<file path="src/hw/rtl/ofb_pkg.sv">
// ----------------------------------------------------------------------------
// ofb_pkg
// Shared types and constants for the octant front-to-back order unit.
// ----------------------------------------------------------------------------
package ofb_pkg;

  localparam int COORD_WIDTH     = 24;
  localparam int NUM_OCT         = 8;
  localparam int NUM_STEPS       = 28;
  localparam int NET_STAGES      = 4;
  localparam int STEPS_PER_STAGE = NUM_STEPS / NET_STAGES;

  typedef logic [2:0]                   ofb_oct_t;
  typedef ofb_oct_t [NUM_OCT-1:0]       ofb_order_t;
  typedef logic [NUM_OCT-1:0][NUM_OCT-1:0] ofb_gt_t;

  // gt[a][b] set when the key of octant a is strictly above the key of octant b
  typedef struct packed {
    ofb_gt_t    gt;
    ofb_order_t order;
  } ofb_net_t;

  // compare-exchange schedule: position pairs in network order
  localparam ofb_oct_t STEP_A [NUM_STEPS] = '{
    3'd0, 3'd0, 3'd0, 3'd0, 3'd0, 3'd0, 3'd0,
    3'd1, 3'd1, 3'd1, 3'd1, 3'd1, 3'd1,
    3'd2, 3'd2, 3'd2, 3'd2, 3'd2,
    3'd3, 3'd3, 3'd3, 3'd3,
    3'd4, 3'd4, 3'd4,
    3'd5, 3'd5,
    3'd6
  };

  localparam ofb_oct_t STEP_B [NUM_STEPS] = '{
    3'd1, 3'd2, 3'd3, 3'd4, 3'd5, 3'd6, 3'd7,
    3'd2, 3'd3, 3'd4, 3'd5, 3'd6, 3'd7,
    3'd3, 3'd4, 3'd5, 3'd6, 3'd7,
    3'd4, 3'd5, 3'd6, 3'd7,
    3'd5, 3'd6, 3'd7,
    3'd6, 3'd7,
    3'd7
  };

endpackage

</file>
<file path="src/hw/rtl/ofb_cmp.sv">
// ----------------------------------------------------------------------------
// ofb_cmp
// Pairwise key comparison stage; seeds the index order.
// ----------------------------------------------------------------------------
module ofb_cmp #(
  parameter int COORD_WIDTH = ofb_pkg::COORD_WIDTH
) (
  input  logic                         clk,
  input  logic                         rst_n,
  input  logic                         in_vld,
  output logic                         in_rdy,
  input  logic [2*(COORD_WIDTH+2)-1:0] key_i [ofb_pkg::NUM_OCT],
  output logic                         out_vld,
  input  logic                         out_rdy,
  output ofb_pkg::ofb_net_t            out_data
);

  ofb_pkg::ofb_net_t data_nxt, data_r;
  ofb_pkg::ofb_gt_t  gt_flip;
  logic              v_r;

  assign in_rdy = !v_r || out_rdy;

  always_comb begin
    data_nxt = '0;
    for (int a = 0; a < ofb_pkg::NUM_OCT; a++) begin
      data_nxt.order[a] = 3'(a);
      for (int b = 0; b < ofb_pkg::NUM_OCT; b++) begin
        data_nxt.gt[a][b] = key_i[a] > key_i[b];
      end
    end
  end

  always_ff @(posedge clk) begin
    if (!rst_n) begin
      v_r <= 1'b0;
    end else if (in_rdy) begin
      v_r <= in_vld;
    end
  end

  always_ff @(posedge clk) begin
    if (in_rdy) data_r <= data_nxt;
  end

  assign out_vld  = v_r;
  assign out_data = data_r;

  always_comb begin
    for (int a = 0; a < ofb_pkg::NUM_OCT; a++) begin
      for (int b = 0; b < ofb_pkg::NUM_OCT; b++) begin
        gt_flip[a][b] = data_r.gt[b][a];
      end
    end
  end

  a_gt_antisym : assert property (@(posedge clk) disable iff (!rst_n)
    v_r |-> ((data_r.gt & gt_flip) == '0))
    else $error("comparison matrix not antisymmetric");

endmodule

</file>
<file path="config.mk">
export PLATFORM = sky130hd
export DESIGN_NAME = ofb_cmp
export DESIGN_NICKNAME = d
export VERILOG_FILES = /design/src/hw/rtl/ofb_pkg.sv /design/src/hw/rtl/ofb_cmp.sv
export SDC_FILE = /design/constraint.sdc
export NUM_CORES = 2
export LEC_CHECK = 0
export ABC_AREA = 0
export BUFFER_PORTS_ARGS = -buffer_cell sky130_fd_sc_hd__buf_2
export CAP_MARGIN = 0
export CORE_MARGIN = 3
export CORE_UTILIZATION = 35
export CTS_BUF_LIST = sky130_fd_sc_hd__clkbuf_2 sky130_fd_sc_hd__clkbuf_4 sky130_fd_sc_hd__clkbuf_8
export DETAILED_ROUTE_END_ITERATION = 10
export GPL_ROUTABILITY_DRIVEN = 0
export MAX_ROUTING_LAYER = met4
export PLACE_DENSITY_LB_ADDON = 0.05
export SETUP_SLACK_MARGIN = 0.05
export SLEW_MARGIN = 40
export SYNTH_ARGS = -nofsm -noshare
export SYNTH_HDL_FRONTEND = slang
export SYNTH_SLANG_ARGS = --single-unit
</file>
<file path="constraint.sdc">
create_clock -name clk -period 3.4 [get_ports clk]
set_input_delay 1.02 -clock clk [delete_from_list [all_inputs] [get_ports clk]]
set_output_delay 1.02 -clock clk [all_outputs]
set_load 0.05 [all_outputs]
</file>
Word-level counts from Yosys, hierarchy flattened --
Cells that the tools add are included.
Cells by class: order comparisons 64, reductions and logical operators 2
Operator list (number):
- > comparator 52 bit | 64
- zero test 1 bit | 1
- logical OR 1 bit | 1
Storage, ports and cells: input port bits 420, output and inout bits 90, bits in registers 65

Logic depth before layout (Yosys ltp) --
word-level depth 2, gate-level depth with buffers 8, depth with buffers taken out 8

Worst setup path after synthesis --
Ideal clock, no wire load.
path kind input to output, start in out_rdy, end out in_rdy, cell stages on the path 1, setup slack -0.384 ns, data required time 2.380 ns, data arrival time 2.764 ns, cells stage by stage nand2b_1
On the way: cells in the longest elaborated chain, start to end 1
RTL lines:
- start, declared | RTL line ofb_cmp.sv:14 | input logic out_rdy,
- logical OR 1 bit | RTL line ofb_cmp.sv:22 | assign in_rdy = !v_r || out_rdy;
- end, declared | RTL line ofb_cmp.sv:11 | output logic in_rdy,
No other way between the ends.

==> flow_summary.yaml <==
clocking:
  htreeDepth: 3
  post_cts_buffers: 0
  clk_path_buf_depth: 2
  postCtsHoldBufs: 0
  cts.sinks: 57
  post_cts_resized: 0
  worstSkewPairLatency_ps: 460
  cts_tree: "yes"
  path_clk_slew_ps: 100
  cts_buffers: 9
  cts-root-buf: "clkbuf_8"
layout:
  area_growth_pct: 24.28
  nNetsFinal: 7207
  finalNonFillerCells: 6643
  fill_cells: 10200
  drive_above_1_share_pct: 20.16
  finalCoreUtilization_pct: 43.99
sta:
  hold_viol: 0
  drv_slew: 0
  grt_setup_unrepaired: "false"
  clock_skew_ps: 25.31
  maxSlewHeadroom_pct: 40.37
  setup_violations: 0
  max_freq_mhz: 307.2
  tns_ps: 0
  min_period_ps: 3255
  finalCritPeriodShare_pct: 95.74
  tightest_slew_ps: 885.1
route:
  via_per_inst: 5.829
  avgRoutedWirePerCell_um: 27.89
  final_antenna_net_count: 0
  dr.pass1.iters: 8
  vias: 38720
  wirelength_mm: 185.3
  drt_iter0_drc: 3683
  drc: 0
grt:
  grt.total_usage_pct: 35.55
  grt_start_max_net_pins: 58
  antenna_found_initial: 21
  grt_pass1_vias: 35640
  grt_pass1_wl_mm: 256.8
  gr-total-overflow: 0
pwr:
  finalPower_mw: 8.151
  ir_drop_uv: 170.6
  leakagePower_nw: 23.27
  power.density_nw_per_um2: 187.7
setup_path:
  worstPathMaxFanout: 6
  start_kind: "input pin"
  cp_common_cell: "buf_4"
  worstPathRequired_ps: 3590
  crit_type: "input pin to register"
  critPathArrivalTime_ps: 3450
  worst_path_max_delay_cell: "a221oi_1"
  cp_cell_sequence: "buf_2, inv_1, ha_1, buf_4, a21oi_1, o21ai_0, a221oi_1, buf_4, o2111ai_1, buf_4, nand4_1, a21oi_1"
  cp-end-kind: "register"
  cpPeakStageDelay_ps: 490
yosys:
  synth_ff_type: "edfxtp_1"
  yosysUniqueCellTypes: 44
  yosysTopAreaCell: "ha_1"
  syn_area_um2: 34930
  synth_top_area_share_pct: 52.15
  synth.most_common_cell: "ha_1"
  avgSynthCellArea_um2: 8.143
  ys_top_cells_by_area: "ha_1 (52%), a21oi_1 (9.0%), edfxtp_1 (4.8%), nand4_1 (4.8%), nand2_1 (4.3%)"
  ys_warn_count: 0
  synth_seq_cells: 57
  syn_inst: 4290
  yosysSeqAreaShare_pct: 4.871
  synthArstFlopShare_pct: 0
  synth_edf_count: 56
  synthTopCellsByCount: "ha_1 (1456), a21oi_1 (627), nand2_1 (400)"
worst_hold_path:
  hold_class: "input pin to register"
floorplan:
  rows: 115
  start_util_pct: 35.39
  ios: 510
  core_um2: 98710
  die_w_um: 321.9
  die_h_um: 321.9
  die_area_um2: 103600
placed_design:
  place_inst: 6607
  port_buffers: 477
  dp_hpwl_mm: 164.0
outcome:
  outcome: "completed"
job:
  drv_cap: 0
[per-layer routing]
layer | track usage, % | vias up | share of wire, %
li1 | - | 18750 | -
met1 | 48.77 | 18070 | 46
met2 | 50.93 | 1683 | 41
met3 | 6.107 | 216 | 8.9
met4 | 15.17 | 0 | 4.9
met5 | - | - | 0
[report_power, final]
group | internal, mW | leakage (nW) | total (mW) | switching (mW)
registers | 0.890 | 0.587 | 0.987 | 0.0969
logic | 2.33 | 22.6 | 6.32 | 3.98
clock network | 0.415 | 0.101 | 0.846 | 0.431
total | 3.64 | 23.3 | 8.15 | 4.51
[stage by stage]
step / area [µm²] / hold slack [ps] / setup WS [ps]
6_report: 43420 / 792.3 / 144.8
4_1_cts: 43370 / 766.4 / 194.7
3_3_place_gp: 43150 / 1039 / -238.6
2_1_floorplan: 35050 / 1159 / 407.4
3_5_place_dp: 43150 / 1032 / -276.7
5_1_grt: 43400 / 789.1 / 71.79
[area by class of cell]
class / count / area [µm²] / area share, %
Clock inverter: 6 / 82.58 / 0.1902
Antenna cell: 20 / 50.05 / 0.1153
Inverter: 393 / 1475 / 3.398
Sequential cell: 57 / 1702 / 3.919
Multi-Input combinational cell: 3838 / 31640 / 72.87
Clock buffer: 10 / 131.4 / 0.3026
Tap cell: 1287 / 1610 / 3.709
Timing Repair Buffer: 1032 / 6729 / 15.50
[worst paths after layout]
| path | startpoint | endpoint | slack [ps] | depth (start not counted) |
|---|---|---|---|---|
| worst max-delay path | key_i[319] | out_data[49] | 140 | 12 |
| worst min register to register | out_vld | out_vld | 1050 | 3 |
| worst min-delay path | in_vld | out_vld | 790 | 3 |
| worst max register to register | out_vld | out_data[76] | 2040 | 2 |
[critical path: cells and delay by family]
family / cells / cell delay (ps)
compound gates: 5 / 1080
fa+ha+maj: 1 / 290
simple gates: 1 / 110
buf+inv: 5 / 940
[cells by family (layout without fill, tap and decap cells)]
logic type,count (synthesis),after routing,share of synthesized area [%]
simple gates,1233,1233,19.01
buf+inv,425,1441,4.910
compound gates,1117,1117,19.04
fa+ha+maj,1456,1456,52.15
flops,57,57,4.871
other cells,2,52,0.02150
[flip-flops by register name (all words and copies together) (netlist names)]
signal	flops
out_data	56
out_vld	1
[layout by cell type, fill, tap and decap left out, types with 41 or more instances in the layout]
master / count
nand3_1: 158
a21oi_1: 627
inv_1: 393
nand2_1: 400
and4_1: 135
a221oi_1: 41
a21o_1: 73
buf_4: 541
buf_2: 477
ha_1: 1456
nand4_1: 266
edfxtp_1: 56
nor4_1: 54
nor2_1: 95
nor3_1: 53
o21ai_0: 190
Power figures use the tool's default switching activity.
