==> config.mk <==
export PLATFORM = sky130hd
export DESIGN_NAME = ofb_net
export DESIGN_NICKNAME = d
export VERILOG_FILES = /design/src/hw/rtl/ofb_pkg.sv /design/src/hw/rtl/ofb_net.sv
export SDC_FILE = /design/constraint.sdc
export NUM_CORES = 1
export LEC_CHECK = 0
export BUFFER_PORTS_ARGS = -buffer_cell sky130_fd_sc_hd__buf_2
export CORE_ASPECT_RATIO = 0.7
export CORE_MARGIN = 3
export CORE_UTILIZATION = 30
export DETAILED_ROUTE_END_ITERATION = 6
export PLACE_DENSITY = 0.56
export SYNTH_ARGS = -nofsm -noshare
export SYNTH_HDL_FRONTEND = slang
export SYNTH_SLANG_ARGS = --single-unit
==> constraint.sdc <==
create_clock -name clk -period 36.6 [get_ports clk]
set_clock_uncertainty 0.05 [all_clocks]
set_input_delay 5.49 -clock clk [delete_from_list [all_inputs] [get_ports clk]]
set_output_delay 5.49 -clock clk [all_outputs]
set_load 0.02 [all_outputs]
==> src/hw/rtl/ofb_pkg.sv <==
// ----------------------------------------------------------------------------
// ofb_pkg
// Shared types and constants for the octant front-to-back order unit.
// ----------------------------------------------------------------------------
package ofb_pkg;

  localparam int COORD_WIDTH     = 24;
  localparam int NUM_OCT         = 8;
  localparam int NUM_STEPS       = 28;
  localparam int NET_STAGES      = 4;
  localparam int STEPS_PER_STAGE = NUM_STEPS / NET_STAGES;

  typedef logic [2:0]                   ofb_oct_t;
  typedef ofb_oct_t [NUM_OCT-1:0]       ofb_order_t;
  typedef logic [NUM_OCT-1:0][NUM_OCT-1:0] ofb_gt_t;

  // gt[a][b] set when the key of octant a is strictly above the key of octant b
  typedef struct packed {
    ofb_gt_t    gt;
    ofb_order_t order;
  } ofb_net_t;

  // compare-exchange schedule: position pairs in network order
  localparam ofb_oct_t STEP_A [NUM_STEPS] = '{
    3'd0, 3'd0, 3'd0, 3'd0, 3'd0, 3'd0, 3'd0,
    3'd1, 3'd1, 3'd1, 3'd1, 3'd1, 3'd1,
    3'd2, 3'd2, 3'd2, 3'd2, 3'd2,
    3'd3, 3'd3, 3'd3, 3'd3,
    3'd4, 3'd4, 3'd4,
    3'd5, 3'd5,
    3'd6
  };

  localparam ofb_oct_t STEP_B [NUM_STEPS] = '{
    3'd1, 3'd2, 3'd3, 3'd4, 3'd5, 3'd6, 3'd7,
    3'd2, 3'd3, 3'd4, 3'd5, 3'd6, 3'd7,
    3'd3, 3'd4, 3'd5, 3'd6, 3'd7,
    3'd4, 3'd5, 3'd6, 3'd7,
    3'd5, 3'd6, 3'd7,
    3'd6, 3'd7,
    3'd7
  };

endpackage

==> src/hw/rtl/ofb_net.sv <==
// ----------------------------------------------------------------------------
// ofb_net
// One stage of the compare-exchange network, working on octant indices.
// ----------------------------------------------------------------------------
module ofb_net #(
  parameter int CHUNK = 0
) (
  input  logic              clk,
  input  logic              rst_n,
  input  logic              in_vld,
  output logic              in_rdy,
  input  ofb_pkg::ofb_net_t in_data,
  output logic              out_vld,
  input  logic              out_rdy,
  output ofb_pkg::ofb_net_t out_data
);

  localparam int BASE = CHUNK * ofb_pkg::STEPS_PER_STAGE;

  ofb_pkg::ofb_net_t data_nxt, data_r;
  logic              v_r;

  assign in_rdy = !v_r || out_rdy;

  // swap positions when the earlier key is strictly greater
  always_comb begin
    ofb_pkg::ofb_oct_t ia, ib;
    data_nxt = in_data;
    for (int s = 0; s < ofb_pkg::STEPS_PER_STAGE; s++) begin
      ia = data_nxt.order[ofb_pkg::STEP_A[BASE+s]];
      ib = data_nxt.order[ofb_pkg::STEP_B[BASE+s]];
      if (in_data.gt[ia][ib]) begin
        data_nxt.order[ofb_pkg::STEP_A[BASE+s]] = ib;
        data_nxt.order[ofb_pkg::STEP_B[BASE+s]] = ia;
      end
    end
  end

  always_ff @(posedge clk) begin
    if (!rst_n) begin
      v_r <= 1'b0;
    end else if (in_rdy) begin
      v_r <= in_vld;
    end
  end

  always_ff @(posedge clk) begin
    if (in_rdy) data_r <= data_nxt;
  end

  assign out_vld  = v_r;
  assign out_data = data_r;

  a_stall_hold : assert property (@(posedge clk) disable iff (!rst_n)
    (v_r && !out_rdy) |=> (v_r && $stable(data_r)))
    else $error("network stage lost a stalled transaction");

endmodule

Word level (Yosys, flattened, before mapping)
Index checks and enable logic that the tools add are counted.
{"block": "word_totals", "inputBits": 92, "elab_cells": 74, "regBits": 89}
{"block": "op_classes", "muxes": 41, "reduce_logical": 2, "n_lt_le_gt_ge": 14}
{"cell": "8-bit binary-select mux with 3-bit select", "count": 7}
{"cell": "3-bit by 4-bit less-than comparator with 1-bit output, second input constant", "count": 14}
{"cell": "8-bit two-way mux", "count": 7}
{"cell": "3-bit two-way mux", "count": 12}
{"cell": "1-bit binary-select mux with 3-bit select", "count": 7}
{"cell": "1-bit two-way mux", "count": 7}
{"cell": "6-bit two-way mux", "count": 1}
{"cell": "1-bit logical NOT", "count": 1}
{"cell": "1-bit logical OR", "count": 1}

Longest topological paths before layout
{"block": "logic_depth", "ltp_word": 35, "ltp_mapped": 52}

Least setup slack after synthesis
Ideal clock, no wire load.
{"block": "synth_timing", "kind": "input to register", "startpoint": "input in_data[26] (netlist name)", "endpoint": "register data_r, in the netlist out_data[1] (data pin)", "path_slack_ps": 20718, "cell_stages": 42, "arrival_ps": 15560, "path_cell_list": "clkbuf_1 mux2i_1 mux4_2 a21o_1 a311oi_4 o21ai_2 nand2_4 mux4_2 a31oi_1 o211ai_2 a22oi_4 mux2i_1 a211oi_1 a2111oi_1 nor4_4 o21ai_2 a2bb2oi_4 buf_8 [6 not listed] o221ai_1 o22ai_1 mux4_2 buf_6 mux2i_2 a21oi_1 o2111a_1 a2111o_1 or4b_1 nor3b_4 nor3_1 nor2_2 buf_6 mux2_2 mux4_2 mux2i_4 mux2i_1 o221ai_1"}
{"item": "from (decl)", "line": "ofb_net.sv:12", "text": "input ofb_pkg::ofb_net_t in_data,"}
{"item": "to (signal assigned)", "line": "ofb_net.sv:48", "text": "if (in_rdy) data_r <= data_nxt;"}
{"item": "to (decl)", "line": "ofb_net.sv:20", "text": "ofb_pkg::ofb_net_t data_nxt, data_r;"}

==> run_results.csv <==
group,metric,value,unit
drt,drt_iter0_markers,1645,
drt,firstDrtPassIters,6,
yosys,ys_warn_count,0,
clock_network,clkSlewWorstSetupHoldPaths,0.07,ns
pwr,switching_power,367,uW
drt,drc,0,
yosys,synth_top_cell_by_area,"edfxtp_1",
timing,post-route-min-period,19.82,ns
worst_setup_path,reg2reg_from,"out_vld",
cells_and_area,multi_input_area,6650,um2
worst_setup_path,worstSetupPathType,"in -> reg",
yosys,syn-num-nets,1205,
global_routing,use_met2,35.6,%
global_routing,grt_max_degree,54,
global_routing,met1_usage,38.9,%
worst_setup_path,crit_slowest_cell,"o22ai_1",
die,fp.dieH,159,um
clock_network,hold_buffers,0,
clock_network,clock-sinks,89,
clock_network,ctsResizeCount,0,
placed_design,dp_hpwl,34700,um
pwr,ir_drop,0.0000359,V
yosys,synthesis.area,10000,um2
run,cap_violations,0,
worst_setup_path,crit_path_end_kind,"flip-flop",
pwr,p_seq_share,19.0,%
drt,vias,10783,
global_routing,use_met3,9.01,%
timing,rsz0062_at_grt,"no",
timing,whs,0.826,ns
yosys,synth_seq_area_share,26.5,%
timing,slew_headroom,16.8,%
yosys,postSynth.asyncResetShare,0,%
pwr,p_total,725,uW
worst_setup_path,ff2ff_setup_slack,34.55,ns
worst_setup_path,crit_top_cell,"mux2i_1",
hold_path,hold_class,"reg -> reg",
clock_network,insertion_delay,0.39,ns
timing,tightest_slew,1.25,ns
hold_path,hold_depth,1,
global_routing,overflow,0,
yosys,avgSynthCellArea,9.02,um2
timing,setup_tns,0,ns
pwr,leakagePower,0.00450,uW
global_routing,grt_pass1_wl,69500,um
cells_and_area,num_antenna_cells,0,
worst_setup_path,r2r_end,"out_data[18]",
die,fp.coreArea,32600,um2
global_routing,track_usage,26.4,%
drt,routed_wl,48700,um
clock_network,cts_tree,"built",
placed_design,place_congestion,0.986,
global_routing,antenna_found_initial,1,
drt,via_per_inst,6.52,
pwr,clkPwrFrac,13.0,%
die,die-area,35700,um2
worst_setup_path,critical-path-max-stage-delay,0.88,ns
drt,ant_nets,0,
timing,fin_crit_sh,54.2,%
yosys,ys.flop_type,"edfxtp_1",
yosys,syn_inst,1113,
pwr,switching_share,50.6,%
worst_setup_path,startpoint_type,"input port",
yosys,ys_top_cells_by_area,"edfxtp_1, mux2i_1, nand2_1",
clock_network,root_buffer,"clkbuf_16",
cells_and_area,fillers,3391,
worst_setup_path,crit_arrival,19.89,ns
cells_and_area,final_layout_size_suffix_gt1_share,24.0,%
yosys,synth_edf_count,88,
pwr,internal_power,358,uW
die,core.rowCount,55,
cells_and_area,nets,1314,
die,start_util,30.8,%
placed_design,dp.cells,1638,
cells_and_area,final-seq-area,2660,um2
worst_setup_path,cp_max_fo,44,
cells_and_area,layoutNonFillerInstCount,1654,
timing,clock.fmax,0.0505,GHz
hold_path,hold_start,"out_vld",
clock_network,post_cts_buffers,0,
timing,hold_violations,0,
clock_network,clockBufferDepth,2,
hold_path,hold_end,"out_data[62]",
cells_and_area,area_delta_synth_final,12.8,%
clock_network,cts-htree-levels,3,
placed_design,portBuffers,181,
drt,wl_per_cell,29.4,um
die,die_w,225,um
yosys,ys_seq_elements,89,
worst_setup_path,critical_path.startpoint,"in_data[1]",
timing,finalSetupViolations,0,
timing,final_max_slew_viol_count,0,
worst_setup_path,worstPathRequired,36.67,ns
global_routing,grt_pass1_vias,9794,
cells_and_area,final_util,34.7,%
pwr,power_density,64.0,nW/um2
run_status,status,"complete, no violations",
die,io_pins,182,
pwr,p_comb_share,68.0,%
global_routing,grt-busiest-layer,"met1",
clock_network,numCtsBuffers,9,
worst_setup_path,r2r.worst_path.cells,3,
yosys,ys_types,111,
yosys,yosysTopAreaCellShare,26.3,%
[worst max-delay path by stage]
| stage | endpoint | slack [ns] |
|---|---|---|
| after floorplan | out_data[1] | 20.72 |
| after global placement | out_data[1] | 17.20 |
| after detailed placement | out_data[1] | 16.88 |
| after CTS | out_data[1] | 17.25 |
| after global routing | out_data[1] | 15.85 |
| final | out_data[1] | 16.78 |
[Yosys cell counts, drive strengths merged (5+ instances only)]
| master | n |
|---|---|
| a2111oi | 5 |
| a211oi | 32 |
| a21boi | 5 |
| a21o | 7 |
| a21oi | 52 |
| a22o | 6 |
| a22oi | 24 |
| a311oi | 15 |
| a31o | 6 |
| a31oi | 12 |
| and2 | 7 |
| and3 | 5 |
| buf | 45 |
| clkbuf | 45 |
| edfxtp | 88 |
| inv | 62 |
| mux2 | 18 |
| mux2i | 128 |
| mux4 | 19 |
| nand2 | 118 |
| nand2b | 8 |
| nand3 | 26 |
| nand4 | 21 |
| nor2 | 67 |
| nor2b | 6 |
| nor3 | 23 |
| nor4 | 5 |
| o2111ai | 12 |
| o211a | 7 |
| o211ai | 35 |
| o21a | 23 |
| o21ai | 51 |
| o221ai | 28 |
| o22a | 6 |
| o22ai | 16 |
| o311a | 5 |
| o311ai | 5 |
| o31ai | 6 |
[final cells by class]
class	count	area share, %
Sequential cell	89	23.5
Clock inverter	7	0.530
Clock buffer	9	1.99
Tap cell	427	4.72
Timing Repair Buffer	188	8.46
Inverter	64	2.12
Multi-Input combinational cell	870	58.7
[stage by stage]
step                      cell area, um2  worst slack, ns
final                              11300            16.78
after global routing               11300            15.85
after global placement             11000            17.20
after CTS                          11300            17.25
after detailed placement           11000            16.88
after floorplan                    10000            20.72
[critical path, delay by kind of cell]
family,cells,cell delay [ns]
compound gates,15,5.58
mux,11,4.16
simple gates,9,3.59
buf+inv,2,0.99
[flip-flops by register name, indices dropped and copies added (netlist names)]
name,count
out_data,88
out_vld,1
[cells in the final DEF, fill, tap and decap left out, types with 6 or more instances in the layout]
| cell | instances |
|---|---|
| o21a_1 | 23 |
| o22a_1 | 6 |
| a311oi_1 | 14 |
| inv_1 | 60 |
| buf_2 | 181 |
| edfxtp_1 | 88 |
| a22oi_1 | 21 |
| clkbuf_16 | 9 |
| mux4_2 | 19 |
| o211ai_1 | 34 |
| o21ai_2 | 6 |
| a21o_1 | 6 |
| o21ai_0 | 39 |
| and2_1 | 7 |
| nor2_1 | 66 |
| nand2b_1 | 7 |
| a31oi_1 | 12 |
| a211oi_1 | 30 |
| nand2_1 | 116 |
| a22o_1 | 6 |
| mux2i_1 | 125 |
| o221ai_1 | 26 |
| o2111ai_1 | 10 |
| o22ai_1 | 16 |
| o21ai_1 | 6 |
| a21oi_1 | 49 |
| nor3_1 | 23 |
| nand3_1 | 22 |
| nand4_1 | 20 |
| o31ai_1 | 6 |
| mux2_2 | 14 |
| buf_4 | 7 |
[cells by family (layout without fill, tap and decap cells)]
family | Yosys count | count (layout) | synth area share, %
AOI/OAI and AO/OA | 398 | 398 | 31.6
and+or+nand+nor | 307 | 307 | 15.3
muxes | 165 | 165 | 19.3
buffers and inverters | 154 | 268 | 7.34
DFF | 89 | 89 | 26.5
[layer usage]
metal | up-vias | routed length (um)
met5 | - | 0
met4 | 0 | 1650
met3 | 121 | 7070
met2 | 850 | 19200
met1 | 5185 | 20700
li1 | 4627 | -
[power by group through the flow]
stage	Clock [uW]	Sequential, uW	Combinational, uW
after global routing	101	140	522
final	94.6	138	493
after CTS	98.3	138	478
after global placement	0	140	474
after detailed placement	0	140	476
after floorplan	0	162	353
Note: power is estimated with default switching activity, not from simulation.
